### config.mk
export PLATFORM = sky130hd
export DESIGN_NAME = frame_receiver_checksum_255_unit
export DESIGN_NICKNAME = d
export VERILOG_FILES = /design/src/rtl/frc255_pkg.sv /design/src/rtl/frc255_parse.sv /design/src/rtl/frame_receiver_checksum_255_unit.sv
export SDC_FILE = /design/constraint.sdc
export NUM_CORES = 1
export LEC_CHECK = 0
export BUFFER_PORTS_ARGS = -buffer_cell sky130_fd_sc_hd__clkbuf_2
export CORE_UTILIZATION = 51
export DETAILED_ROUTE_END_ITERATION = 7
export PLACE_DENSITY = 0.86
export SLEW_MARGIN = 10
export SYNTH_ARGS = -nofsm -noshare
export SYNTH_HDL_FRONTEND = slang
export SYNTH_SLANG_ARGS = --single-unit
export TNS_END_PERCENT = 5
### constraint.sdc
create_clock -name clk -period 4.4 [get_ports clk]
set_input_delay 0.22 -clock clk [delete_from_list [all_inputs] [get_ports clk]]
set_output_delay 0.22 -clock clk [all_outputs]
set_load 0.01 [all_outputs]
### src/rtl/frc255_pkg.sv
`default_nettype none
// ----------------------------------------------------------------------------
// frc255_pkg: shared types and constants
// Phase and status codes, the result record and the modulo-255 byte adder
// used by the frame receiver.
// ----------------------------------------------------------------------------
package frc255_pkg;

	localparam logic [15:0] MAX_PAYLOAD = 16'd64;
	localparam logic [7:0]  HDR_BYTE    = 8'hFF;
	localparam logic [8:0]  SUM_MOD     = 9'd255;

	// Register select taken from paddr[2].
	localparam logic REG_OWN_ID  = 1'b0;
	localparam logic REG_PEER_ID = 1'b1;

	typedef enum logic [2:0] {
		PH_HDR1     = 3'd0,
		PH_HDR2     = 3'd1,
		PH_SENDER   = 3'd2,
		PH_RECEIVER = 3'd3,
		PH_LENH     = 3'd4,
		PH_LENL     = 3'd5,
		PH_DATA     = 3'd6,
		PH_CHECK    = 3'd7
	} phase_t;

	typedef enum logic [2:0] {
		ST_BUSY         = 3'd0,
		ST_GOOD         = 3'd1,
		ST_SENDER_BAD   = 3'd2,
		ST_RECEIVER_BAD = 3'd3,
		ST_CHECK_BAD    = 3'd4,
		ST_TOO_LONG     = 3'd5
	} status_t;

	typedef struct packed {
		status_t     status;
		logic        payload_valid;
		logic [7:0]  payload_byte;
		logic [5:0]  payload_index;
		logic [6:0]  frame_length;
		logic [15:0] good_frames;
	} result_t;

	// Running sum kept in 0..254. The raw sum stays below 510, so a single
	// conditional subtract is enough.
	function automatic logic [7:0] sum_mod255(input logic [7:0] acc, input logic [7:0] b);
		logic [8:0] s;
		s = {1'b0, acc} + {1'b0, b};
		if (s >= SUM_MOD) begin
			s = s - SUM_MOD;
		end
		return s[7:0];
	endfunction

endpackage
`default_nettype wire

### src/rtl/frc255_parse.sv
`default_nettype none
// ----------------------------------------------------------------------------
// frc255_parse: frame parser state
// Holds the frame phase, running checksum, declared length, payload count and
// good-frame counter; gives the result for the byte at its input and advances
// its state when that byte is consumed.
// ----------------------------------------------------------------------------
module frc255_parse
	import frc255_pkg::*;
(
	input  wire         clk,
	input  wire         arst_n,
	input  wire         en,
	input  wire  [7:0]  rx_byte,
	input  wire  [7:0]  own_id,
	input  wire  [7:0]  peer_id,
	output result_t     res
);

	phase_t      phase_q, phase_d;
	logic [7:0]  sum_q, sum_d;
	logic [15:0] len_q, len_d;
	logic [6:0]  taken_q, taken_d;
	logic [15:0] count_q, count_d;

	logic [7:0]  sum_add;
	logic [15:0] len_full;
	logic [6:0]  taken_inc;

	assign sum_add   = sum_mod255(sum_q, rx_byte);
	assign len_full  = {len_q[15:8], rx_byte};
	assign taken_inc = taken_q + 7'd1;

	// Next state
	always_comb begin
		phase_d = phase_q;
		sum_d   = sum_q;
		len_d   = len_q;
		taken_d = taken_q;
		count_d = count_q;
		case (phase_q)
			PH_HDR1: begin
				if (rx_byte == HDR_BYTE) begin
					// A fresh frame: the sum of a single 0xFF is zero.
					sum_d   = sum_mod255(8'd0, rx_byte);
					len_d   = 16'd0;
					taken_d = 7'd0;
					phase_d = PH_HDR2;
				end
			end
			PH_HDR2: begin
				if (rx_byte == HDR_BYTE) begin
					sum_d   = sum_add;
					phase_d = PH_SENDER;
				end else begin
					phase_d = PH_HDR1;
				end
			end
			PH_SENDER: begin
				if (rx_byte == peer_id) begin
					sum_d   = sum_add;
					phase_d = PH_RECEIVER;
				end else begin
					phase_d = PH_HDR1;
				end
			end
			PH_RECEIVER: begin
				if (rx_byte == own_id) begin
					sum_d   = sum_add;
					phase_d = PH_LENH;
				end else begin
					phase_d = PH_HDR1;
				end
			end
			PH_LENH: begin
				sum_d   = sum_add;
				len_d   = {rx_byte, 8'd0};
				phase_d = PH_LENL;
			end
			PH_LENL: begin
				sum_d   = sum_add;
				len_d   = len_full;
				phase_d = (len_full > MAX_PAYLOAD) ? PH_HDR1 : PH_DATA;
			end
			PH_DATA: begin
				sum_d   = sum_add;
				taken_d = taken_inc;
				// A zero length still takes one payload byte.
				if ({9'd0, taken_inc} >= len_q) begin
					phase_d = PH_CHECK;
				end
			end
			PH_CHECK: begin
				if (rx_byte == sum_q) begin
					count_d = count_q + 16'd1;
				end
				sum_d   = 8'd0;
				phase_d = PH_HDR1;
			end
			default: begin
				phase_d = PH_HDR1;
			end
		endcase
	end

	// Result for the current byte
	always_comb begin
		res               = '0;
		res.status        = ST_BUSY;
		res.good_frames   = count_d;
		case (phase_q)
			PH_SENDER: begin
				if (rx_byte != peer_id) begin
					res.status = ST_SENDER_BAD;
				end
			end
			PH_RECEIVER: begin
				if (rx_byte != own_id) begin
					res.status = ST_RECEIVER_BAD;
				end
			end
			PH_LENL: begin
				if (len_full > MAX_PAYLOAD) begin
					res.status = ST_TOO_LONG;
				end
			end
			PH_DATA: begin
				res.payload_valid = 1'b1;
				res.payload_byte  = rx_byte;
				res.payload_index = taken_q[5:0];
			end
			PH_CHECK: begin
				if (rx_byte == sum_q) begin
					res.status       = ST_GOOD;
					res.frame_length = len_q[6:0];
				end else begin
					res.status = ST_CHECK_BAD;
				end
			end
			default: begin
				res.status = ST_BUSY;
			end
		endcase
	end

	always_ff @(posedge clk or negedge arst_n) begin
		if (!arst_n) begin
			phase_q <= PH_HDR1;
			sum_q   <= 8'd0;
			len_q   <= 16'd0;
			taken_q <= 7'd0;
			count_q <= 16'd0;
		end else if (en) begin
			phase_q <= phase_d;
			sum_q   <= sum_d;
			len_q   <= len_d;
			taken_q <= taken_d;
			count_q <= count_d;
		end
	end

endmodule
`default_nettype wire

### src/rtl/frame_receiver_checksum_255_unit.sv
`default_nettype none
// Path: an accepted byte is held in the input stage, then its result is registered in
// the result stage. Throughput: one byte per cycle while m_tready does not stall it.
// The input stage and the result stage each hold one beat, so the input side
// takes one more byte while a finished result waits for m_tready.
// Reset: arst_n clears both stages, the parser state, the good-frame counter
// and the id registers to zero; the parser starts hunting for the header.
// ----------------------------------------------------------------------------
// frame_receiver_checksum_255_unit: serial frame receiver top level
// Byte stream in, one result beat per byte out, APB port for the node ids.
// ----------------------------------------------------------------------------
module frame_receiver_checksum_255_unit
	import frc255_pkg::*;
(
	input  wire         clk,
	input  wire         arst_n,
	// APB configuration port
	input  wire         psel,
	input  wire         penable,
	input  wire         pwrite,
	input  wire  [2:0]  paddr,
	input  wire  [31:0] pwdata,
	output logic [31:0] prdata,
	output logic        pready,
	// Byte input
	input  wire         s_tvalid,
	output logic        s_tready,
	input  wire  [7:0]  s_tdata,   // [7:0] rx_byte
	// Result output
	output logic        m_tvalid,
	input  wire         m_tready,
	output logic [39:0] m_tdata,   // [2:0] status, [10:3] payload_byte,
	                               // [16:11] payload_index, [23:17] frame_length,
	                               // [39:24] good_frames
	output logic        m_tuser    // [0] payload_valid
);

	logic [7:0] own_id_q, peer_id_q;
	logic       valid_s1, valid_s2;
	logic [7:0] byte_s1;
	result_t    res_s2, res;
	logic       adv;

	// Configuration registers
	assign pready = 1'b1;

	always_ff @(posedge clk or negedge arst_n) begin
		if (!arst_n) begin
			own_id_q  <= 8'd0;
			peer_id_q <= 8'd0;
		end else if (psel && penable && pwrite && pready) begin
			case (paddr[2])
				REG_OWN_ID:  own_id_q  <= pwdata[7:0];
				REG_PEER_ID: peer_id_q <= pwdata[7:0];
				default:     own_id_q  <= own_id_q;
			endcase
		end
	end

	always_comb begin
		case (paddr[2])
			REG_OWN_ID:  prdata = {24'd0, own_id_q};
			REG_PEER_ID: prdata = {24'd0, peer_id_q};
			default:     prdata = 32'd0;
		endcase
	end

	// Stage 1 moves into stage 2 when stage 2 is empty or is being drained.
	assign adv      = valid_s1 && (!valid_s2 || m_tready);
	assign s_tready = !valid_s1 || adv;

	always_ff @(posedge clk or negedge arst_n) begin
		if (!arst_n) begin
			valid_s1 <= 1'b0;
		end else if (s_tready) begin
			valid_s1 <= s_tvalid;
		end
	end

	always_ff @(posedge clk) begin
		if (s_tready && s_tvalid) begin
			byte_s1 <= s_tdata;
		end
	end

	frc255_parse u_parse (
		.clk     (clk),
		.arst_n  (arst_n),
		.en      (adv),
		.rx_byte (byte_s1),
		.own_id  (own_id_q),
		.peer_id (peer_id_q),
		.res     (res)
	);

	always_ff @(posedge clk or negedge arst_n) begin
		if (!arst_n) begin
			valid_s2 <= 1'b0;
		end else if (adv) begin
			valid_s2 <= 1'b1;
		end else if (m_tready) begin
			valid_s2 <= 1'b0;
		end
	end

	always_ff @(posedge clk) begin
		if (adv) begin
			res_s2 <= res;
		end
	end

	assign m_tvalid = valid_s2;
	assign m_tuser  = res_s2.payload_valid;
	assign m_tdata  = {res_s2.good_frames, res_s2.frame_length, res_s2.payload_index,
	                   res_s2.payload_byte, res_s2.status};

	// A payload beat never carries a final status.
	assert property (@(posedge clk) disable iff (!arst_n)
		m_tvalid && m_tuser |-> m_tdata[2:0] == ST_BUSY)
		else $error("payload beat carries a frame status");

	// A good frame never declares more than the maximum payload.
	assert property (@(posedge clk) disable iff (!arst_n)
		m_tvalid && m_tdata[2:0] == ST_GOOD |-> {9'd0, m_tdata[23:17]} <= MAX_PAYLOAD)
		else $error("good frame with oversize length");

	// A byte held in the input stage is not dropped while the result stage stalls.
	assert property (@(posedge clk) disable iff (!arst_n)
		valid_s1 && !adv |=> valid_s1 && $stable(byte_s1))
		else $error("input stage lost a byte");

	// A stalled result beat keeps its good-frame count.
	assert property (@(posedge clk) disable iff (!arst_n)
		valid_s2 && !m_tready |=> $stable(res_s2.good_frames))
		else $error("good-frame count changed under a stalled beat");

endmodule
`default_nettype wire

==> impl_metrics.toml, run 1 <==
[outcome]
status = "complete, no violations"

[drt]
post_drt_wl_per_cell_um = 16.2
vias_per_cell = 5.58
drtIter0Drc = 365
drc = 0
ant_nets = 0
totalWireLength_um = 13200
vias = 4523
drt-pass1-iter-count = 5

[setup_path]
r2r_slack_ns = 0.89
rr_startpoint = "byte_s1[4]"
cp-endpoint = "m_tdata[39]"
end_kind = "register"
startpoint = "byte_s1[4]"
crit_type = "reg2reg"
r2r_end = "m_tdata[39]"
reg2reg_depth = 7
path_max_fanout = 8
cp.required_ns = 4.57
critPathArrivalTime_ns = 3.68
critPathLaunchType = "register"

[grt]
grt_antenna_before_repair = 0
grt_pass1_wl_um = 21700
grt_pass1_vias = 4481
grt_max_degree = 69
grtUsageTotal = 0.221
overflow = 0

[logic_synthesis]
synth.distinct_cells = 64
synth.top_cell.area_share = 0.273
syn-mean-instance-area_um2 = 10.9
synthCells = 572
syn_area_um2 = 6230
synthArstFlopShare = 0.581
yosysTopAreaCell = "dfrtp_1"
synth_ff_type = "dfrtp_1"
synth_edf_count = 49
yosys_warnings = 0
seq_area_frac_synth = 0.509
synth_common_cells = "68 x dfrtp_1, 65 x nand2_1, 49 x edfxtp_1"
ys_ff_latch = 117
yosysMostFrequentCell = "dfrtp_1"
synth.area.top_cells = "dfrtp_1 27%, edfxtp_1 24%, xor2_1 4.9%"

[sta]
fin_tns_setup_ns = 0
worst_pin_slew_ns = 1.06
final.min_clock_period_ns = 3.51
fmax_ghz = 0.285
relSlewSlack = 0.288
post-route-period-util = 0.798
grt_setup_unrepaired = "false"
setup_viol = 0
finalHoldViolations = 0
final.setup.worst_slack_ns = 0.889
fin_worst_skew_ns = 0.00616
maxSlewViolCount = 0

[layout]
antennaDiodeCount = 0
regArea_um2 = 3170
final_cells = 810
drive_above_1_share = 0.223
fill_cells = 951
fin_nets = 721
multi_input_area_um2 = 2790
syn_to_final_growth_pct = 16.4
stdcell_area_um2 = 7250

[placed_design]
gp_congestion = 0.902
io_buffers = 74
dp_hpwl_um = 8960
place_inst = 770
place_ws_ns = 0.955
postPlaceCellArea_um2 = 6610

[cts]
cts_root_buf = "clkbuf_16"
cts_tree = "done"
clk_path_buf_depth = 2
htree_levels = 4
cts_hold_buffers = 8
clkSlewWorstSetupHoldPaths_ns = 0.06
cts_made_buffers = 17
cts.repair.resized = 0
cts_setup_buffers = 0
clock_sinks = 117
clk_latency_ns = 0.42

[power_and_ir_drop]
switching_share = 0.254
ir_drop_v = 0.000220
leakage_nw = 3.16
combPwrFrac = 0.109
seq_power_share = 0.440
p_switching_mw = 0.744
powerDensity_nw_per_um2 = 403
p_int_mw = 2.18
clkPwrFrac = 0.451

[floorplan]
io_pins = 126
start_util = 0.521
die_w_um = 113
core_um2 = 12000
num_rows = 40
die_height_um = 113
die_area_um2 = 12700

[min_path]
hp-class = "in2async"

[flow_run]
drv_cap = 0
==> routing by layer <==
metal  vias up  GRT usage  part of all wire
met5         -          0                 0
met4         0      0.105             0.024
met3        32     0.0572             0.053
met2       167      0.365              0.50
met1      2188      0.273              0.43
li1       2136          -                 -
==> layout by cell type, fill, tap and decap left out, drive strengths merged, types with 4 or more instances in the layout <==
cell type    instances
nand2b               5
nor3                12
a32o                 7
ha                  20
and3                 6
xnor2               24
nand3               19
nor4                11
mux2i                5
o21ai               31
dlygate4sd3          8
and2                16
mux2                25
clkinv               6
a21o                 4
clkinvlp             5
edfxtp              49
buf                  4
a21oi                5
dfrtp               68
clkbuf              93
inv                 16
nand2               65
xor2                35
a211oi               8
nor2                39
conb                25
nand4                5
o211ai               4
or4                  4
==> worst min path at each step <==
stage	to	slack [ns]	cells past startpoint
after floorplan	m_tvalid	-0.08	0
after detailed placement	byte_s1[5]	0.40	1
final	u_parse.taken_q[0]	0.01	2
after global routing	valid_s1	0.02	2
after global placement	byte_s1[0]	0.40	1
after CTS	valid_s1	0.02	2
==> stage by stage <==
stage / power (mW) / utilization / hold slack, ns
2_1_floorplan: 1.51 / - / -0.0756
3_3_place_gp: 1.60 / 0.552 / 0.401
3_5_place_dp: 1.62 / 0.552 / 0.399
4_1_cts: 2.94 / 0.606 / 0.0161
5_1_grt: 3.03 / 0.606 / 0.0171
6_report: 2.92 / 0.606 / 0.0129
==> worst max-delay path: stages, from the launching register on <==
cell,delay (ns)
edfxtp_1,0.60
ha_1,0.49
or4_1,0.60
or4_4,0.60
nor4_4,0.37
and3_4,0.28
nand4_1,0.14
xnor2_1,0.17
==> final cells by class <==
type	count	share of cell area
Clock inverter	13	0.0185
Timing Repair Buffer	86	0.0662
Tap cell	147	0.0254
Sequential cell	117	0.437
Clock buffer	19	0.0597
Multi-Input combinational cell	412	0.385
Inverter	16	0.00828
==> power groups by stage <==
| stage | Combinational, mW | Sequential (mW) | Clock, mW |
|---|---|---|---|
| detailed placement | 0.309 | 1.31 | 0 |
| global placement | 0.298 | 1.30 | 0 |
| CTS | 0.319 | 1.29 | 1.33 |
| global route | 0.350 | 1.30 | 1.39 |
| floorplan | 0.228 | 1.29 | 0 |
| finish | 0.318 | 1.29 | 1.32 |
==> sequential cells by signal, summed over array words and instances, names as in the netlist <==
| register | count |
|---|---|
| u_parse.count_q | 16 |
| own_id_q | 8 |
| m_tdata | 40 |
| u_parse.phase_q | 3 |
| peer_id_q | 8 |
| valid_s1 | 1 |
| u_parse.len_q | 16 |
| u_parse.sum_q | 8 |
| m_tvalid | 1 |
| m_tuser | 1 |
| byte_s1 | 8 |
| u_parse.taken_q | 7 |
==> cell families after synthesis <==
logic type      synth area share
compound gates            0.0928
xor+xnor                  0.0829
fa+ha+maj                 0.0434
buf+inv                   0.0576
flops                      0.509
mux                       0.0532
other cells              0.00121
simple gates               0.159
No activity file was read; power rests on OpenSTA's default activity.
==> inputs of run 2 (changes only) <==
- clock period: 4.4 -> 3.32 ns (I/O delays scaled with it)
==> impl_metrics.toml, run 2 (same netlist as run 1, synthesis figures left out) <==
[outcome]
status = "complete, no violations"

[cts]
clk_latency_ns = 0.42
clock_sinks = 117
cts_made_buffers = 17
clkSlewWorstSetupHoldPaths_ns = 0.06
cts_root_buf = "clkbuf_16"
cts_tree = "done"
cts.repair.resized = 0
htree_levels = 4
clk_path_buf_depth = 2

[setup_path]
path_max_fanout = 7
critPathArrivalTime_ns = 3.52
cp.required_ns = 3.66
critPathLaunchType = "register"
end_kind = "register"
crit_type = "reg2reg"
reg2reg_depth = 8

[layout]
drive_above_1_share = 0.244
syn_to_final_growth_pct = 21.9
fill_cells = 886
finish.utilization = 0.635
antennaDiodeCount = 0
fin_nets = 747
multi_input_area_um2 = 2790
final_cell_mix = "74 x clkbuf_2, 68 x dfrtp_1, 65 x nand2_1, 49 x edfxtp_1, 36 x nor2_1"
largest_reg_flops = 40
regArea_um2 = 3170
final_common_cell = "clkbuf_2"

[placed_design]
gp_congestion = 0.835
place_ws_ns = 0.131
io_buffers = 74
dp_hpwl_um = 9160

[floorplan]
core_um2 = 12000
num_rows = 40
die_w_um = 113
die_area_um2 = 12700
io_pins = 126
start_util = 0.521
die_height_um = 113

[sta]
maxSlewViolCount = 0
relSlewSlack = 0.413
final.min_clock_period_ns = 3.18
setup_viol = 0
worst_pin_slew_ns = 0.876
finalHoldViolations = 0
fin_worst_skew_ns = 0.0115
worst_hold_slack_ns = 0.0120
post-route-period-util = 0.959
fmax_ghz = 0.314
final.setup.worst_slack_ns = 0.135
fin_tns_setup_ns = 0
grt_setup_unrepaired = "false"

[min_path]
whs_path_depth = 2
hp-class = "in2reg"

[grt]
grt_max_degree = 46
grt_antenna_before_repair = 0
top_usage_layer = "met2"
grt_pass1_vias = 4472
met2_usage = 0.373
grtUsageTotal = 0.222
use_met3 = 0.0616
grt_pass1_wl_um = 21600
overflow = 0
use_met1 = 0.269

[drt]
drtIter0Drc = 295
totalWireLength_um = 13200
vias_per_cell = 5.51
drt-pass1-iter-count = 5
post_drt_wl_per_cell_um = 15.8
drc = 0
ant_nets = 0
vias = 4605

[power_and_ir_drop]
power.total_mw = 4.25
leakage_nw = 3.35
ir_drop_v = 0.000381
powerDensity_nw_per_um2 = 559

[flow_run]
drv_cap = 0
## run 2: changes by cell type in the layout (fill, tap and decap cells not counted), sizes merged
cell         delta
buf            +17
bufinv          +4
clkbuf          -2
clkinvlp        -3
dlygate4sd3     +9
inv             +1
## run 2: cell type report
type | count | area share
Clock buffer | 17 | 0.0560
Clock inverter | 15 | 0.0333
Inverter | 16 | 0.00791
Multi-Input combinational cell | 412 | 0.367
Sequential cell | 117 | 0.418
Tap cell | 147 | 0.0242
Timing Repair Buffer | 112 | 0.0936
## run 2: worst paths after layout
| kind | startpoint | slack [ns] | to |
|---|---|---|---|
| worst max-delay path | byte_s1[4] | 0.14 | u_parse.count_q[15] |
| min in group asynchronous | arst_n | 0.29 | u_parse.taken_q[0] |
| worst min register to register | valid_s1 | 0.48 | m_tvalid |
| max in group asynchronous | arst_n | 2.01 | own_id_q[6] |
| worst max register to register | byte_s1[4] | 0.14 | u_parse.count_q[15] |
| worst min-delay path | pwdata[1] | 0.01 | peer_id_q[1] |
## run 2: through the flow
| stage | cells | cell area [um^2] |
|---|---|---|
| after detailed placement | 786 | 6740 |
| after global routing | 836 | 7590 |
| after floorplan | 595 | 6320 |
| final | 836 | 7590 |
| after global placement | 786 | 6740 |
| after CTS | 835 | 7590 |
## run 2: power by group
part	switching [mW]	leakage [nW]	internal, mW
Sequential	0.0800	1.40	1.61
Combinational	0.253	1.63	0.206
Clock	0.685	0.324	1.41
## run 2: worst max-delay path, cell delays in order (launching register included)
cell and delay, ns:
edfxtp_1 0.39, ha_1 0.41, or4_1 0.66, or4_4 0.56
nor4_4 0.36, and3_4 0.28, nand3_4 0.10, nor2_2 0.15
xor2_1 0.18
## run 2: repair_timing
item,4_1_cts,5_1_grt
endpoints found under the setup margin,0,2
buffers inserted,0,1
hold buffers,17,0
endpoints found under the hold margin,42,0
## run 2: per-layer routing
| metal | share of wire | wire (um) | vias up |
|---|---|---|---|
| met1 | 0.42 | 5590 | 2216 |
| met4 | 0.023 | 298 | 0 |
| met3 | 0.051 | 671 | 29 |
| met2 | 0.50 | 6660 | 159 |
| met5 | 0 | 0 | - |
| li1 | - | - | 2201 |
